===== src/sv/q5sda_pkg.sv =====
`timescale 1ns / 1ps
// ----------------------------------------------------------------------------
// q5sda_pkg
// Types, constants and the fp16 widening function shared by the Q5 sub-block
// dot-accumulate core and its lane and floating-point units.
// ----------------------------------------------------------------------------
package q5sda_pkg;

  localparam int unsigned NUM_LANES  = 4;
  localparam int unsigned LANE_LEN   = 8;
  localparam int unsigned WEIGHT_W   = 5;
  localparam int unsigned LANE_SUM_W = 16;
  localparam int unsigned IDOT_W     = 18;
  localparam int unsigned SIG_W      = 51;

  localparam logic [31:0] F32_QNAN = 32'h7FC0_0000;
  localparam logic [30:0] F32_INF  = 31'h7F80_0000;

  typedef enum logic [1:0] {
    FP_MUL,
    FP_ADD,
    FP_CVT
  } fp_op_t;

  typedef struct packed {
    fp_op_t      op;
    logic [31:0] a;
    logic [31:0] b;
  } fp_req_t;

  typedef enum logic [3:0] {
    ST_IDLE,
    ST_LANES,
    ST_ISS_T1,
    ST_ISS_T3,
    ST_ISS_CVT,
    ST_WAIT_A,
    ST_WAIT_B,
    ST_ISS_T2,
    ST_WAIT_C,
    ST_ISS_T4,
    ST_WAIT_D,
    ST_ISS_ACC,
    ST_WAIT_E,
    ST_FIN
  } core_state_t;

  // Exact fp16 to fp32 widening, subnormals normalised.
  function automatic logic [31:0] widen_half(input logic [15:0] h);
    logic [4:0]  expo;
    logic [9:0]  mant;
    logic [3:0]  top;
    logic [10:0] shifted;
    logic [7:0]  e;
    logic [31:0] res;
    expo    = h[14:10];
    mant    = h[9:0];
    top     = 4'd0;
    shifted = 11'd0;
    e       = 8'd0;
    for (int i = 0; i < 10; i++) begin
      if (mant[i]) begin
        top = 4'(i);
      end
    end
    if (expo == 5'h1F) begin
      res = {h[15], 8'hFF, mant, 13'd0};
    end else if (expo != 5'd0) begin
      res = {h[15], 8'(expo) + 8'd112, mant, 13'd0};
    end else if (mant == 10'd0) begin
      res = {h[15], 31'd0};
    end else begin
      shifted = 11'(mant) << (4'd10 - top);
      e       = 8'd103 + 8'(top);
      res     = {h[15], e, shifted[9:0], 13'd0};
    end
    return res;
  endfunction

endpackage


===== src/sv/q5sda_lane.sv =====
`timescale 1ns / 1ps
// ----------------------------------------------------------------------------
// q5sda_lane
// One dot lane: eight 5-bit weights times eight signed bytes, summed and
// registered.
// ----------------------------------------------------------------------------
module q5sda_lane (
  input  logic                                        clk,
  input  logic                                        load,
  input  logic        [q5sda_pkg::WEIGHT_W-1:0]       weights [q5sda_pkg::LANE_LEN],
  input  logic signed [7:0]                           acts    [q5sda_pkg::LANE_LEN],
  output logic signed [q5sda_pkg::LANE_SUM_W-1:0]     sum
);

  logic signed [q5sda_pkg::LANE_SUM_W-1:0] sum_next;

  always_comb begin
    logic signed [13:0] prod;
    sum_next = '0;
    for (int i = 0; i < q5sda_pkg::LANE_LEN; i++) begin
      prod     = 14'($signed({1'b0, weights[i]}) * acts[i]);
      sum_next = sum_next + q5sda_pkg::LANE_SUM_W'(prod);
    end
  end

  // hold between loads
  always_ff @(posedge clk) begin
    if (load) begin
      sum <= sum_next;
    end
  end

endmodule


===== config.mk =====
export PLATFORM = sky130hd
export DESIGN_NAME = q5sda_lane
export DESIGN_NICKNAME = d
export VERILOG_FILES = /design/src/sv/q5sda_pkg.sv /design/src/sv/q5sda_lane.sv
export SDC_FILE = /design/constraint.sdc
export NUM_CORES = 1
export LEC_CHECK = 0
export BUFFER_PORTS_ARGS = -buffer_cell sky130_fd_sc_hd__buf_2
export CELL_PAD_IN_SITES_DETAIL_PLACEMENT = 0
export CELL_PAD_IN_SITES_GLOBAL_PLACEMENT = 2
export CORE_MARGIN = 1.5
export CORE_UTILIZATION = 44
export CTS_CLUSTER_DIAMETER = 150
export DETAILED_ROUTE_END_ITERATION = 7
export GPL_TIMING_DRIVEN = 0
export PLACE_DENSITY = 0.87
export SLEW_MARGIN = 5
export SYNTH_ARGS = -nofsm -noshare
export SYNTH_HDL_FRONTEND = slang
export SYNTH_SLANG_ARGS = --single-unit

===== constraint.sdc =====
create_clock -name clk -period 20.9 [get_ports clk]
set_input_delay 2.09 -clock clk [delete_from_list [all_inputs] [get_ports clk]]
set_output_delay 2.09 -clock clk [all_outputs]
set_load 0.05 [all_outputs]

# Yosys cells after proc, flatten, opt, wreduce, memory -nomap -nowiden
# Cells that the tools add are included.
# totals
register_bits,16
latchBits,0
ram_bits,0
rom_bits,0
out_inout_bits,16
n_memories,0
# op_classes
addsub,7
mul,8
n_div,0
n_lt_le_gt_ge,0
n_eq_ne,0
n_shift,0
n_mux,0
bitwise_logic,0
n_reduce_logical,0
# op_table
cell,count
$mul 6x8->14,8
$add 16x14->16,5
$add 15x14->16,1
$add 14x14->15,1

# Depth between registers and ports, before layout
# Gate-level depths: netlist of run 1.
# logic_depth
ltp_word,8
ltp_mapped,24

# Least setup slack after synthesis of run 1
# No wires, ideal clock.
# synth_timing
path_type,input port to flip-flop
startpoint,in weights[5] (netlist name)
endpoint,"reg sum[15] (netlist name), data pin"
setup_ps,259
arrival_ps,8249
t_required_ps,20641
slack_ps,12393
path_stages,22
path_cell_list,nand2_1 -> fa_1 -> inv_1 -> fa_1 -> inv_1 -> fa_1 -> inv_1 -> fa_1 -> inv_1 -> fa_1 -> inv_1 -> fa_1 -> fa_1 -> fa_1 -> fa_1 -> ha_1 -> a21o_1 -> a21o_1 -> a311oi_1 -> nor3b_1 -> o22ai_2 -> xnor2_1
# synth_via
elab_chain_cells,3
# synth_rtl
element,line_no,text
from (decl),q5sda_lane.sv:10,"input logic [q5sda_pkg::WEIGHT_W-1:0] weights [q5sda_pkg::LANE_LEN],"
$mul 6x8->14,q5sda_lane.sv:21,"prod = 14'($signed({1'b0, weights[i]}) * acts[i]);"
$add 16x14->16 (2 in a row),q5sda_lane.sv:22,sum_next = sum_next + q5sda_pkg::LANE_SUM_W'(prod);
via sum_next (one bit),q5sda_lane.sv:15,logic signed [q5sda_pkg::LANE_SUM_W-1:0] sum_next;
to (signal assigned),q5sda_lane.sv:29,sum <= sum_next;
to (decl),q5sda_lane.sv:12,output logic signed [q5sda_pkg::LANE_SUM_W-1:0] sum
# The timed path passes the listed nets, and every way through them passes these cells.
# A chain may end at the register's enable or synchronous reset.

# Worst setup path after layout of run 1
# Same ends and word-level chain as after synthesis.

==> impl_metrics.toml, run 1 <==
[placed_design]
detailed_place_hpwl_mm = 28.5
globalplace.congestion = 0.844
numPortBuffers = 121

[yosys]
synthTopCellsByArea = "fa_1 (54%), ha_1 (13%), inv_1 (12%), and2_1 (12%), edfxtp_1 (3.5%)"
syn_inst = 1383
synth_area_um2 = 13900
synth_largest_type_area_fraction = 0.541
synthesis.area_per_instance_um2 = 10.0
synthesis.nets = 2009
synth.yosys.warnings = 0
synth_sequential_area_ratio = 0.0346
synth-seq-cells = 16
synthDominantAreaCellType = "fa_1"
post_synth_num_cell_types = 26

[die]
dieWidth_um = 181
core_region_area_um2 = 30800
die_y_um = 181
ioPinCount = 122
row_count = 64
initial_utilization = 0.450
die_area_um2 = 32600

[final_layout]
number_of_flip_flops_in_the_largest_register = 16
mostFrequentLayoutCell = "inv_1"
design.final.nets = 2135
area_growth_pct = 8.53
mostFrequentLayoutCells = "inv_1 (459), fa_1 (375), and2_1 (256), ha_1 (145), buf_2 (121)"
largest_register = "sum"
reg.largest.list = "sum: 16 flops"
post_route_cells_drive_above_1_share = 0.0863

[clock_tree]
post_cts_buffers = 0
cts.root.buffer_cell = "clkbuf_16"
cts_buffer_depth = 2
numClockSinks = 16
numCtsBuffers = 3
ctsHtreeMaxLevel = 1
cts.reportedPaths.clkPinSlew_ns = 0.04
ctsHoldBuffers = 0
cts_tree = "built"
cts-resized-gates = 0

[global_routing]
antenna_found_initial = 3
grt_pass1_vias = 9668
globalRouteTotalUtil = 0.198
grt_start_max_net_pins = 17
globalRouteOverflowTotal = 0
grt_pass1_wl_mm = 50.4

[sta]
layout_min_cycle_time_ns = 8.98
rsz0062_at_grt = "no"
final_hold_viol_count = 0
timing_worst_slew_pin_value_ns = 0.597
fin_setup_tns_ns = 0
min_period_over_period = 0.430
slew_violations = 0
setup-violations-final = 0
max_freq_mhz = 111
slew-limit-headroom = 0.599

[run]
cap_viol_max_count = 0

[hold_path]
hold_path_startpoint = "load"
hold_depth = 1
timing.hold.worst.class = "input port to flop"
hold_path_endpoint = "sum[11]"

[routing]
routed_wire_length_per_instance_um = 15.5
drtIter0Drc = 307
dr_total_vias = 8626
antenna_violating_nets_post_route = 0
drt_pre_antenna_iters = 8
drcViolationCount = 1
routed_wl_mm = 29.5
vias_per_cell = 4.53

[setup_path]
critical_path.endpoint_type = "flop"
path_class = "input port to flop"
worst_ep_required_time_ns = 20.85
critPathLaunchType = "input port"
cp.arrival_ns = 8.93
critical_path_peak_fanout = 8

[run_status]
failed_checks = "DRC"
outcome = "finished with violations"
## critical path: stages
cell and delay [ns]:
buf_2 0.17, nand2_1 0.15, fa_1 0.69, inv_1 0.13, fa_1 0.49, inv_1 0.05
fa_1 0.53, inv_1 0.06, fa_1 0.52, inv_1 0.05, fa_1 0.50, inv_1 0.05
fa_1 0.58, fa_1 0.44, fa_1 0.53, fa_1 0.46, ha_1 0.40, a21o_1 0.21
a21o_1 0.21, a311oi_1 0.25, nor3b_1 0.09, o22ai_2 0.15, xnor2_1 0.12
## stage by stage
stage,std cells,util,setup slack [ns],hold slack (ns),cell area [um2]
finish,1906,0.489,11.92,2.27,15100
global route,1906,0.489,11.55,2.28,15100
CTS,1903,0.488,11.94,2.28,15100
detailed placement,1900,0.486,11.70,2.52,15000
global placement,1900,0.486,11.68,2.51,15000
floorplan,1383,-,12.39,2.20,13900
## layer usage
metal	GRT usage	part of all wire	vias to the layer above
li1	-	-	4152
met1	0.288	0.47	4366
met2	0.345	0.51	101
met3	0.00525	0.016	7
met4	0.0161	0.0027	0
met5	0	0	-
## worst max path at each step
stage                          start       to  slack (ns)  depth (start not counted)
final                     weights[5]  sum[15]       11.92                         23
after detailed placement  weights[5]  sum[15]       11.70                         23
after global placement    weights[5]  sum[15]       11.68                         23
after floorplan           weights[5]  sum[15]       12.39                         22
after CTS                 weights[5]  sum[15]       11.94                         23
after global routing      weights[5]  sum[15]       11.55                         23
## synthesized netlist by cell type
master and instances:
or3_1 1, nand2b_4 1, and2_1 256, a21o_1 4, a21oi_1 9, a311oi_1 1, a311o_1 1, o21ai_0 1
nor2b_4 1, xor2_1 3, nor3_1 3, a41oi_2 1, inv_1 459, nor2_1 7, o41a_1 1, nor3b_1 1
o21a_1 2, o21ai_2 1, nand2_1 67, fa_1 375, edfxtp_1 16, ha_1 145, a21boi_2 1, xnor2_1 24
a211o_1 1, o22ai_2 1
## final cells by class
cell class	count	area (um2)
Antenna cell	3	7.51
Clock buffer	3	75.1
Fill cell	2947	15800
Inverter	459	1720
Multi-Input combinational cell	908	11700
Sequential cell	16	480
Tap cell	396	495
Timing Repair Buffer	121	606
## cells by family (layout without fill, tap and decap cells)
group,Yosys count,after routing,share of synthesized area
AOI/OAI and AO/OA,24,24,0.0132
xor gates and xnor gates,27,27,0.0170
adders and majority gates,520,520,0.672
buffers and inverters,459,583,0.124
DFF,16,16,0.0346
other,0,3,0
and+or+nand+nor,337,337,0.139
Power of run 1 is left out: the tool's default activity adds up to more than one toggle a clock period on the data nets, which glitch-free logic cannot reach.
==> run 2: changes to the inputs <==
--- a/config.mk
+++ b/config.mk
@@ -9,11 +9,11 @@
 export CELL_PAD_IN_SITES_DETAIL_PLACEMENT = 0
 export CELL_PAD_IN_SITES_GLOBAL_PLACEMENT = 2
 export CORE_MARGIN = 1.5
-export CORE_UTILIZATION = 44
+export CORE_UTILIZATION = 41
 export CTS_CLUSTER_DIAMETER = 150
 export DETAILED_ROUTE_END_ITERATION = 7
 export GPL_TIMING_DRIVEN = 0
-export PLACE_DENSITY = 0.87
+export PLACE_DENSITY = 0.82
 export SLEW_MARGIN = 5
 export SYNTH_ARGS = -nofsm -noshare
 export SYNTH_HDL_FRONTEND = slang
==> constraint.sdc (replaced) <==
create_clock -name clk -period 8.7 [get_ports clk]
set_input_delay 0.87 -clock clk [delete_from_list [all_inputs] [get_ports clk]]
set_output_delay 0.87 -clock clk [all_outputs]
set_load 0.05 [all_outputs]
==> impl_metrics.toml, run 2 (same netlist as run 1, synthesis figures left out) <==
[run_status]
outcome = "finished clean"

[die]
ioPinCount = 122
initial_utilization = 0.415
core_region_area_um2 = 33400
row_count = 67
die_y_um = 187
dieWidth_um = 187
die_area_um2 = 35000

[routing]
drt_pre_antenna_iters = 5
drtIter0Drc = 237
dr_total_vias = 8657
vias_per_cell = 4.42
drcViolationCount = 0
routed_wl_mm = 29.9
antenna_violating_nets_post_route = 0
routed_wire_length_per_instance_um = 15.3

[final_layout]
reg.largest.list = "sum: 16 flops"
area_growth_pct = 9.01
n_fill_cell = 3324
largest_register = "sum"
mostFrequentLayoutCells = "inv_1 (459), fa_1 (375), and2_1 (256), ha_1 (145), buf_2 (121)"
mostFrequentLayoutCell = "inv_1"
post_route_cells_drive_above_1_share = 0.0862
design.final.nets = 2135
non_filler_cells_in_the_finished_layout = 1958
utilization = 0.452
number_of_flip_flops_in_the_largest_register = 16

[sta]
rsz0062_at_grt = "no"
layout_min_cycle_time_ns = 7.79
final_hold_slack_ns = 1.05
final_hold_viol_count = 0
fin_setup_tns_ns = 0
slew_violations = 0
setup-violations-final = 0
timing_worst_slew_pin_value_ns = 0.573
min_period_over_period = 0.895
max_freq_mhz = 128
slew-limit-headroom = 0.615

[global_routing]
globalRouteOverflowTotal = 0
grt_start_max_net_pins = 17
grt_pass1_wl_mm = 50.5
grt_pass1_vias = 9551
antenna_found_initial = 2
globalRouteTotalUtil = 0.184

[setup_path]
crit_top_cell = "fa_1"
critPathSlowestCell = "fa_1"
critical_path_peak_fanout = 8
path_class = "input port to flop"
worstPathCellList = "buf_2 -> nand2_1 -> fa_1 -> inv_1 -> fa_1 -> inv_1 -> fa_1 -> inv_1 -> fa_1 -> inv_1 -> fa_1 -> inv_1 -> fa_1 -> fa_1 -> fa_1 -> fa_1 -> ha_1 -> a21o_1 -> a21o_1 -> a311oi_1 -> nor3b_1 -> o22ai_2 -> xnor2_1"
worst_path_dominant_cell_family = "adder cells"
cp.arrival_ns = 7.75
critical_path.endpoint_type = "flop"
critPathLaunchType = "input port"
worst_ep_required_time_ns = 8.66
max_stage_delay_ns = 0.68
crit_buf_inv = 6

[clock_tree]
cts-resized-gates = 0
cts_buffer_depth = 2
post_cts_buffers = 0
ctsHtreeMaxLevel = 1
cts.reportedPaths.clkPinSlew_ns = 0.05
cts.root.buffer_cell = "clkbuf_16"
cts_tree = "built"
numCtsBuffers = 3
numClockSinks = 16
ctsHoldBuffers = 0

[hold_path]
hold_path_endpoint = "sum[6]"
hold_path_startpoint = "load"
hold_depth = 1
timing.hold.worst.class = "input port to flop"

[placed_design]
placedCellCount = 1952
detailed_place_hpwl_mm = 29.0
numPortBuffers = 121
globalplace.congestion = 0.821

[run]
cap_viol_max_count = 0
## run 2: worst max-delay path by stage
stage / start / endpoint / cells past startpoint
after floorplan: weights[5] / sum[15] / 22
after global placement: weights[5] / sum[15] / 23
after detailed placement: weights[5] / sum[15] / 23
after CTS: weights[5] / sum[15] / 23
after global routing: weights[5] / sum[15] / 23
final: weights[5] / sum[15] / 23
## run 2: through the flow
step                      setup WS (ns)  area [um2]
after floorplan                    1.41       13900
after global placement            0.673       15000
after detailed placement          0.677       15000
after CTS                         0.909       15100
after global routing              0.619       15100
final                             0.913       15100
## run 2: layout make-up
cell class              count  area [um2]  share of cell area
multi-input cells         908       11700               0.772
inverters                 459        1720               0.114
repair buffers            121         606              0.0400
well taps                 448         561              0.0370
flip-flops and latches     16         480              0.0318
clock buffers               3        75.1             0.00496
diodes                      2        5.00            0.000331
clock inverters             1        3.75            0.000248
## run 2: layer usage
metal / global-route usage / vias up / wire (um)
met1: 0.267 / 4370 / 14000
met2: 0.323 / 121 / 15200
met3: 0.00694 / 8 / 624
met4: 0.0136 / 0 / 136
met5: 0 / - / 0
li1: - / 4158 / -
Power of run 2 is left out for the same reason.
