==> config.mk <==
export PLATFORM = sky130hd
export DESIGN_NAME = q5sda_fpu
export DESIGN_NICKNAME = d
export VERILOG_FILES = /design/src/sv/q5sda_pkg.sv /design/src/sv/q5sda_fpu.sv
export SDC_FILE = /design/constraint.sdc
export NUM_CORES = 2
export LEC_CHECK = 0
export BUFFER_PORTS_ARGS = -buffer_cell sky130_fd_sc_hd__buf_2
export CAP_MARGIN = 20
export CORE_ASPECT_RATIO = 0.7
export CORE_MARGIN = 8
export CORE_UTILIZATION = 30
export CTS_CLUSTER_SIZE = 16
export DETAILED_ROUTE_END_ITERATION = 7
export MAX_ROUTING_LAYER = met4
export PLACE_DENSITY_LB_ADDON = 0.1
export SETUP_SLACK_MARGIN = 0.05
export SKIP_LAST_GASP = 1
export SLEW_MARGIN = 20
export SYNTH_ARGS = -nofsm -noshare
export SYNTH_HDL_FRONTEND = slang
export SYNTH_SLANG_ARGS = --single-unit
==> constraint.sdc <==
create_clock -name clk -period 19.5 [get_ports clk]
set_input_delay 0 -clock clk [delete_from_list [all_inputs] [get_ports clk]]
set_output_delay 0 -clock clk [all_outputs]
set_load 0.02 [all_outputs]
==> src/sv/q5sda_pkg.sv <==
`timescale 1ns / 1ps
// ----------------------------------------------------------------------------
// q5sda_pkg
// Types, constants and the fp16 widening function shared by the Q5 sub-block
// dot-accumulate core and its lane and floating-point units.
// ----------------------------------------------------------------------------
package q5sda_pkg;

  localparam int unsigned NUM_LANES  = 4;
  localparam int unsigned LANE_LEN   = 8;
  localparam int unsigned WEIGHT_W   = 5;
  localparam int unsigned LANE_SUM_W = 16;
  localparam int unsigned IDOT_W     = 18;
  localparam int unsigned SIG_W      = 51;

  localparam logic [31:0] F32_QNAN = 32'h7FC0_0000;
  localparam logic [30:0] F32_INF  = 31'h7F80_0000;

  typedef enum logic [1:0] {
    FP_MUL,
    FP_ADD,
    FP_CVT
  } fp_op_t;

  typedef struct packed {
    fp_op_t      op;
    logic [31:0] a;
    logic [31:0] b;
  } fp_req_t;

  typedef enum logic [3:0] {
    ST_IDLE,
    ST_LANES,
    ST_ISS_T1,
    ST_ISS_T3,
    ST_ISS_CVT,
    ST_WAIT_A,
    ST_WAIT_B,
    ST_ISS_T2,
    ST_WAIT_C,
    ST_ISS_T4,
    ST_WAIT_D,
    ST_ISS_ACC,
    ST_WAIT_E,
    ST_FIN
  } core_state_t;

  // Exact fp16 to fp32 widening, subnormals normalised.
  function automatic logic [31:0] widen_half(input logic [15:0] h);
    logic [4:0]  expo;
    logic [9:0]  mant;
    logic [3:0]  top;
    logic [10:0] shifted;
    logic [7:0]  e;
    logic [31:0] res;
    expo    = h[14:10];
    mant    = h[9:0];
    top     = 4'd0;
    shifted = 11'd0;
    e       = 8'd0;
    for (int i = 0; i < 10; i++) begin
      if (mant[i]) begin
        top = 4'(i);
      end
    end
    if (expo == 5'h1F) begin
      res = {h[15], 8'hFF, mant, 13'd0};
    end else if (expo != 5'd0) begin
      res = {h[15], 8'(expo) + 8'd112, mant, 13'd0};
    end else if (mant == 10'd0) begin
      res = {h[15], 31'd0};
    end else begin
      shifted = 11'(mant) << (4'd10 - top);
      e       = 8'd103 + 8'(top);
      res     = {h[15], e, shifted[9:0], 13'd0};
    end
    return res;
  endfunction

endpackage

==> src/sv/q5sda_fpu.sv <==
`timescale 1ns / 1ps
// ----------------------------------------------------------------------------
// q5sda_fpu
// Two-stage fp32 unit: multiply, add and int-to-float, round to nearest even
// with subnormals. Stage one forms an exact-enough significand, stage two
// normalises, rounds and packs.
// ----------------------------------------------------------------------------
module q5sda_fpu (
  input  logic                clk,
  input  logic                rst,
  input  logic                issue,
  input  q5sda_pkg::fp_req_t  req,
  output logic [31:0]         res
);

  localparam int unsigned SW = q5sda_pkg::SIG_W;

  logic                 s1_valid;
  logic                 s1_special;
  logic [31:0]          s1_spec_val;
  logic                 s1_sign;
  logic [SW-1:0]        s1_sig;
  logic signed [11:0]   s1_exp;

  logic                 special_next;
  logic [31:0]          spec_val_next;
  logic                 sign_next;
  logic [SW-1:0]        sig_next;
  logic signed [11:0]   exp_next;

  // operand decode and stage-one arithmetic
  always_comb begin
    logic [7:0]   ea, eb, eea, eeb, ebig, esm, d;
    logic [23:0]  ma, mb, mbig, msm;
    logic         sa, sb, sbig, a_nan, b_nan, a_inf, b_inf, a_zero, b_zero;
    logic [99:0]  al;
    logic [SW-1:0] big, small_v;
    logic         sticky;
    logic [31:0]  mag;
    ea     = req.a[30:23];
    eb     = req.b[30:23];
    sa     = req.a[31];
    sb     = req.b[31];
    ma     = {ea != 8'd0, req.a[22:0]};
    mb     = {eb != 8'd0, req.b[22:0]};
    eea    = (ea == 8'd0) ? 8'd1 : ea;
    eeb    = (eb == 8'd0) ? 8'd1 : eb;
    a_nan  = (ea == 8'hFF) && (req.a[22:0] != 23'd0);
    b_nan  = (eb == 8'hFF) && (req.b[22:0] != 23'd0);
    a_inf  = (ea == 8'hFF) && (req.a[22:0] == 23'd0);
    b_inf  = (eb == 8'hFF) && (req.b[22:0] == 23'd0);
    a_zero = req.a[30:0] == 31'd0;
    b_zero = req.b[30:0] == 31'd0;
    ebig = 8'd0; esm = 8'd0; d = 8'd0; mbig = 24'd0; msm = 24'd0; sbig = 1'b0;
    al = '0; big = '0; small_v = '0; sticky = 1'b0; mag = 32'd0;

    special_next  = 1'b0;
    spec_val_next = q5sda_pkg::F32_QNAN;
    sign_next     = 1'b0;
    sig_next      = '0;
    exp_next      = '0;

    case (req.op)
      q5sda_pkg::FP_MUL: begin
        sign_next = sa ^ sb;
        if (a_nan || b_nan || (a_inf && b_zero) || (b_inf && a_zero)) begin
          special_next = 1'b1;
        end else if (a_inf || b_inf) begin
          special_next  = 1'b1;
          spec_val_next = {sa ^ sb, q5sda_pkg::F32_INF};
        end
        sig_next = SW'(ma * mb);
        exp_next = $signed(12'(eea)) + $signed(12'(eeb)) - 12'sd300;
      end
      q5sda_pkg::FP_ADD: begin
        if (a_nan || b_nan || (a_inf && b_inf && (sa != sb))) begin
          special_next = 1'b1;
        end else if (a_inf) begin
          special_next  = 1'b1;
          spec_val_next = req.a;
        end else if (b_inf) begin
          special_next  = 1'b1;
          spec_val_next = req.b;
        end
        if (req.a[30:0] >= req.b[30:0]) begin
          ebig = eea; esm = eeb; mbig = ma; msm = mb; sbig = sa;
        end else begin
          ebig = eeb; esm = eea; mbig = mb; msm = ma; sbig = sb;
        end
        d = ebig - esm;
        // align the smaller operand, fold shifted-out bits into a sticky bit
        if (d > 8'd60) begin
          al = '0;
          sticky = msm != 24'd0;
        end else begin
          al = {msm, 26'd0, 50'd0} >> d;
          sticky = al[49:0] != 50'd0;
        end
        big     = SW'({mbig, 26'd0});
        small_v = SW'(al[99:50]) | SW'(sticky);
        sig_next = (sa == sb) ? big + small_v : big - small_v;
        exp_next = $signed(12'(ebig)) - 12'sd176;
        sign_next = (sig_next == '0) ? (sa & sb) : sbig;
      end
      q5sda_pkg::FP_CVT: begin
        sign_next = req.a[31];
        mag       = req.a[31] ? (32'd0 - req.a) : req.a;
        sig_next  = SW'(mag);
        exp_next  = '0;
      end
      default: begin
        special_next = 1'b1;
      end
    endcase
  end

  always_ff @(posedge clk) begin
    if (rst) begin
      s1_valid <= 1'b0;
    end else begin
      s1_valid <= issue;
    end
  end

  always_ff @(posedge clk) begin
    if (issue) begin
      s1_special  <= special_next;
      s1_spec_val <= spec_val_next;
      s1_sign     <= sign_next;
      s1_sig      <= sig_next;
      s1_exp      <= exp_next;
    end
  end

  // normalise, round to nearest even, pack
  logic [31:0] res_next;

  always_comb begin
    logic [5:0]          lead;
    logic signed [11:0]  lsb_exp, sh;
    logic [2*SW-1:0]     t;
    logic [SW-1:0]       q;
    logic                rb, st;
    logic [24:0]         qr;
    logic [40:0]         u;
    lead = 6'd0;
    for (int i = 0; i < SW; i++) begin
      if (s1_sig[i]) begin
        lead = 6'(i);
      end
    end
    lsb_exp = s1_exp + $signed(12'(lead)) - 12'sd23;
    if (lsb_exp < -12'sd149) begin
      lsb_exp = -12'sd149;
    end
    sh = lsb_exp - s1_exp;
    t  = '0;
    if (sh <= 12'sd0) begin
      q  = s1_sig << 6'(-sh);
      rb = 1'b0;
      st = 1'b0;
    end else if (sh > 12'sd51) begin
      q  = '0;
      rb = 1'b0;
      st = s1_sig != '0;
    end else begin
      t  = {s1_sig, {SW{1'b0}}} >> sh[5:0];
      q  = t[2*SW-1:SW];
      rb = t[SW-1];
      st = t[SW-2:0] != '0;
    end
    qr = 25'(q) + 25'(rb & (st | q[0]));
    u  = (41'(lsb_exp + 12'sd149) << 23) + 41'(qr);
    if (s1_special) begin
      res_next = s1_spec_val;
    end else if (s1_sig == '0) begin
      res_next = {s1_sign, 31'd0};
    end else if (u >= 41'(q5sda_pkg::F32_INF)) begin
      res_next = {s1_sign, q5sda_pkg::F32_INF};
    end else begin
      res_next = {s1_sign, u[30:0]};
    end
  end

  always_ff @(posedge clk) begin
    if (s1_valid) begin
      res <= res_next;
    end
  end

endmodule
== Word level (Yosys, flattened, before mapping) ==
Index checks and enable logic that the tools add are counted.

* Bits of input ports: 69
* Bits in registers: 130
* Output and inout bits: 32

* Add/sub/neg operators: 14
* Muxes and demuxes: 93
* Reduce and logical (&&, ||, !) cells: 30
* Multiply operators: 1
* Bitwise logic cells: 5
* Shift operators: 3
* Magnitude comparators: 6
* Eq/ne operators: 6

{| class="wikitable"
|+ Operators with widths
! operator !! number
|-
| $mux 6 || 49
|-
| $mux 32 || 7
|-
| $mux 100 || 2
|-
| $pmux 51 s3 || 1
|-
| $logic_not 51->1 || 2
|-
| $shr 102x6->76 || 1
|-
| $reduce_bool 50->1 || 2
|-
| $shr 100x8->100 || 1
|-
| $mux 24 || 4
|-
| $pmux 32 s2 || 1
|-
| $logic_not 31->1 || 2
|-
| $mux 31 || 2
|-
| $add 50x50->51 || 1
|-
| $mux 51 || 1
|-
| $reduce_bool 51->1 || 1
|-
| $shl 51x6->25 || 1
|-
| $sub 50x50->51 || 1
|-
| $mux 25 || 2
|-
| $or 50x1->50 || 1
|-
| $mul 24x24->48 || 1
|-
| $mux 8 || 6
|-
| $logic_not 23->1 || 2
|-
| $reduce_bool 23->1 || 2
|-
| $ge 41x31->1 const B || 1
|-
| 35 further kinds || 64
|}

== Logic depth before layout (Yosys ltp) ==
* Word-level depth: 67
* Mapped depth: 80
* Mapped depth without buffers: 74

== Least setup slack after synthesis ==
No wires, ideal clock.

* Path kind: reg-to-reg
* From: register s1_sig[3]
* To: register res[17] (data pin)
* Cell stages (with the launch flop): 70
* Arrival time: 14.301 ns
* Setup time: 0.262 ns
* Data required time: 19.238 ns
* Slack: 4.936 ns
* Period minus slack after synthesis: 14.564 ns
* Buffers on the path: 13
* Cells stage by stage: edfxtp_1 > clkbuf_1 > or2_2 > a21boi_0 > nor3_1 > nor3_1 > nor3_1 > nor3_1 > nor3_1 > nor3_1 > nor3_1 > nor3_1 > nor3_1 > nor3_1 > nor3_1 > nor3_1 > nor3_1 > nor3_1 > (+34 left out) > o211a_1 > or3b_2 > clkbuf_1 > nor4_2 > nand2_1 > xnor2_1 > ha_1 > fa_1 > and3_1 > xnor2_1 > or4b_2 > o2111ai_1 > or2_2 > clkbuf_1 > clkbuf_1 > inv_1 > a32oi_1 > nand3_1

* Cells in the longest elaborated chain, start to end: 65

{| class="wikitable"
|+ RTL lines
! element !! line !! source
|-
| from (decl) || q5sda_fpu.sv:22 || <nowiki>logic [SW-1:0] s1_sig;</nowiki>
|-
| from (signal assigned) || q5sda_fpu.sv:130 || <nowiki>s1_sig <= sig_next;</nowiki>
|-
| branches (longest 63 deep; another with $mux 6) || -- ||
|-
| $mux 31 * || q5sda_fpu.sv:176 || <nowiki>end else if (s1_sig == '0) begin</nowiki>
|-
| $mux 32 * || q5sda_fpu.sv:174 || <nowiki>if (s1_special) begin</nowiki>
|-
| via res_next[17] || q5sda_fpu.sv:136 || <nowiki>logic [31:0] res_next;</nowiki>
|-
| to (signal assigned) || q5sda_fpu.sv:187 || <nowiki>res <= res_next;</nowiki>
|-
| to (decl) || q5sda_fpu.sv:13 || <nowiki>output logic [31:0] res</nowiki>
|}

Mark *: on every way through the listed nets, which the timed path passes.
A chain may end at the register's enable or synchronous reset.

== Worst setup path after layout ==
Same ends and word-level chain as after synthesis.

==> flow_metrics.tcl <==
set metrics [dict create \
    endpoint_kind "flop" \
    wl_per_cell_um 28.8 \
    rrSetupSlack_ps 1280 \
    antenna_found_initial 27 \
    cts_buffers 17 \
    placementRows 117 \
    root_buffer "clkbuf_16" \
    worst_hold_path_type "in -> reg" \
    synth.avg_cell_area_um2 7.90 \
    area_growth_pct 7.95 \
    clkSinkCount 128 \
    synth-seq-cells 128 \
    die_area_um2 158000 \
    slew_headroom_pct 16.0 \
    reg2reg_to "res[17]$_DFFE_PP_" \
    cts_setup_buffers 0 \
    grt_util_all_layers_pct 27.0 \
    gr-total-overflow 0 \
    cts_hold_buf 1 \
    r2r-start "s1_sig[3]$_DFFE_PP_" \
    clk_latency_ps 460 \
    tightest_slew_ps 1250 \
    fp.dieH_um 335 \
    crit_required_ps 19690 \
    ys.flop_type "edfxtp_1" \
    drtPass1Iterations 8 \
    cp-start-kind "flop" \
    rr_worst_depth 70 \
    port_buffers 100 \
    yosysWarnings 0 \
    drt_iter0_markers 5347 \
    grt_start_max_net_pins 81 \
    num-fill-cells 15500 \
    start_util_pct 30.1 \
    maxCapViolCount 0 \
    io_pins 101 \
    num_vias 42900 \
    coreArea_um2 145000 \
    tritoncts "built" \
    cts_resized 0 \
    min_period_over_period_pct 93.4 \
    drc_errors 0 \
    hold_violations 0 \
    cp.arrival_ps 18400 \
    synth_seq_area_share_pct 8.80 \
    worst_hold_startpoint "req[31]" \
    critPathBufInv 3 \
    die_x_um 472 \
    grt_pass1_vias 42300 \
    status "completed" \
    crit_path_max_incr_delay_ps 720 \
    yosysUniqueCellTypes 111 \
    clockBufferDepth 2 \
    critical_path.most_common_cell "nor3_1" \
    grt_pass1_wl_um 310000 \
    clock_skew_ps 19.5 \
    criticalPathCategory "reg -> reg" \
    syn_area_um2 43600 \
    dp_hpwl_um 169000 \
    path_delay_family "simple AND/OR/NAND/NOR gates" \
    hold_end "s1_sign$_DFFE_PP_" \
    critPathMaxFanout 25 \
    rsz0062_at_grt "false" \
    min_period_ps 18220 \
    drive_gt1_share_pct 8.88 \
    clk_pin_slew_ps 70 \
    drv_slew 0 \
    postRouteAntennaNets 0 \
    htreeDepth 4 \
    finalSetupViolations 0 \
    viasPerCell 5.82 \
    setup_tns_ps 0 \
    crit_slowest_cell "a211oi_1" \
    syn_inst 5519 \
    synth_edf_count 127 \
    num-nets-final 6327 \
    synthArstFlopShare_pct 0 \
    finalWeightedCongestion 1.01 \
    max_freq_ghz 0.0549 \
    holdPathStages 4 \
    drt-total-wl_um 212000 \
]
routing by layer:
layer	GRT usage, %	vias up	share of wire (%)
li1	-	18900	-
met1	42.1	21800	51
met2	35.1	1971	38
met3	6.16	194	9.7
met4	4.57	0	1.9
met5	-	-	0
layout by cell type, fill, tap and decap left out, drive strengths merged, types with 42 or more instances in the layout:
| cell type | n |
|---|---|
| nand4 | 54 |
| inv | 697 |
| a211oi | 42 |
| o211ai | 59 |
| nor4 | 54 |
| a31oi | 53 |
| mux4 | 63 |
| o31ai | 56 |
| mux2i | 133 |
| a21oi | 242 |
| ha | 334 |
| fa | 488 |
| nand3 | 114 |
| nor2 | 401 |
| and2 | 171 |
| edfxtp | 127 |
| buf | 257 |
| nand2 | 744 |
| a21o | 50 |
| xnor2 | 118 |
| xor2 | 54 |
| mux2 | 47 |
| o22ai | 83 |
| o21ai | 252 |
| nor3 | 133 |
through the flow:
stage	hold WS, ps	setup WS (ps)	util [%]	std cells	area [µm²]
finish	129	1280	32.5	7366	47000
global route	138	192	32.5	7362	47000
CTS	103	1830	32.5	7353	47000
detailed placement	163	2000	32.0	7320	46400
global placement	155	2120	32.0	7320	46400
floorplan	71.6	4940	-	5545	43700
synth_stat cells (all sizes together), types with 23 or more instances:
cell    instances  share of area (%)
a211oi         42               0.72
a21o           50               0.86
a21oi         242                2.8
a221oi         23               0.48
a22oi          33               0.57
a31oi          53               0.80
and2          171                2.5
and3           39               0.56
buf            56               0.60
clkbuf        330                2.8
edfxtp        127                8.8
fa            488                 22
ha            334                9.6
inv           690                5.9
mux2           47                1.2
mux2i         133                3.1
mux4           63                3.3
nand2         744                6.4
nand2b         35               0.50
nand3         114                1.3
nand4          54               0.78
nor2          401                3.5
nor3          133                1.6
nor4           54               0.80
o211ai         59                1.0
o21a           28               0.48
o21ai         252                2.9
o21bai         25               0.43
o22ai          83                1.2
o31ai          56                1.0
or3            28               0.40
xnor2         118                2.4
xor2           54                1.1
cell families after synthesis:
group	share of synthesized area (%)
compound gates	18.8
xor+xnor	3.46
fa+ha+maj	32.1
buf+inv	9.40
flops	8.80
mux	7.56
other cells	0.0172
simple gates	20.0
worst max-delay path by stage:
stage                        startpoint                end  slack, ps  cells past startpoint
finish              s1_sig[3]$_DFFE_PP_  res[17]$_DFFE_PP_       1280                     70
global route        s1_sig[3]$_DFFE_PP_  res[17]$_DFFE_PP_        190                     68
CTS                 s1_sig[3]$_DFFE_PP_  res[17]$_DFFE_PP_       1830                     70
detailed placement  s1_sig[3]$_DFFE_PP_  res[17]$_DFFE_PP_       2000                     70
global placement    s1_sig[3]$_DFFE_PP_  res[17]$_DFFE_PP_       2120                     70
floorplan           s1_sig[3]$_DFFE_PP_  res[17]$_DFFE_PP_       4940                     69
registers in the layout (all words and copies together) (netlist names):
name,cells
s1_exp,10
s1_sig,51
s1_valid,1
s1_special,1
s1_sign,1
res,32
s1_spec_val,32
tightest hold or removal path: cells and delay by family:
kind                       cells  cell delay, ps
and+or+nand+nor                1              70
adders and majority gates      1             170
buffers and inverters          1             120
AOI/OAI and AO/OA              1              90
final cells by class:
| type | instances | area (µm²) | area share [%] |
|---|---|---|---|
| timing repair buffer | 258 | 1690 | 3.60 |
| antenna | 13 | 32.5 | 0.0692 |
| tap | 1904 | 2380 | 5.06 |
| inverter | 692 | 2600 | 5.52 |
| multi-input combinational | 4339 | 35900 | 76.3 |
| clock inverter | 15 | 171 | 0.364 |
| sequential | 128 | 3830 | 8.15 |
| clock buffer | 17 | 425 | 0.904 |
Power is left out: the tool's default activity adds up to more than one toggle a clock period on the data nets, which glitch-free logic cannot reach.
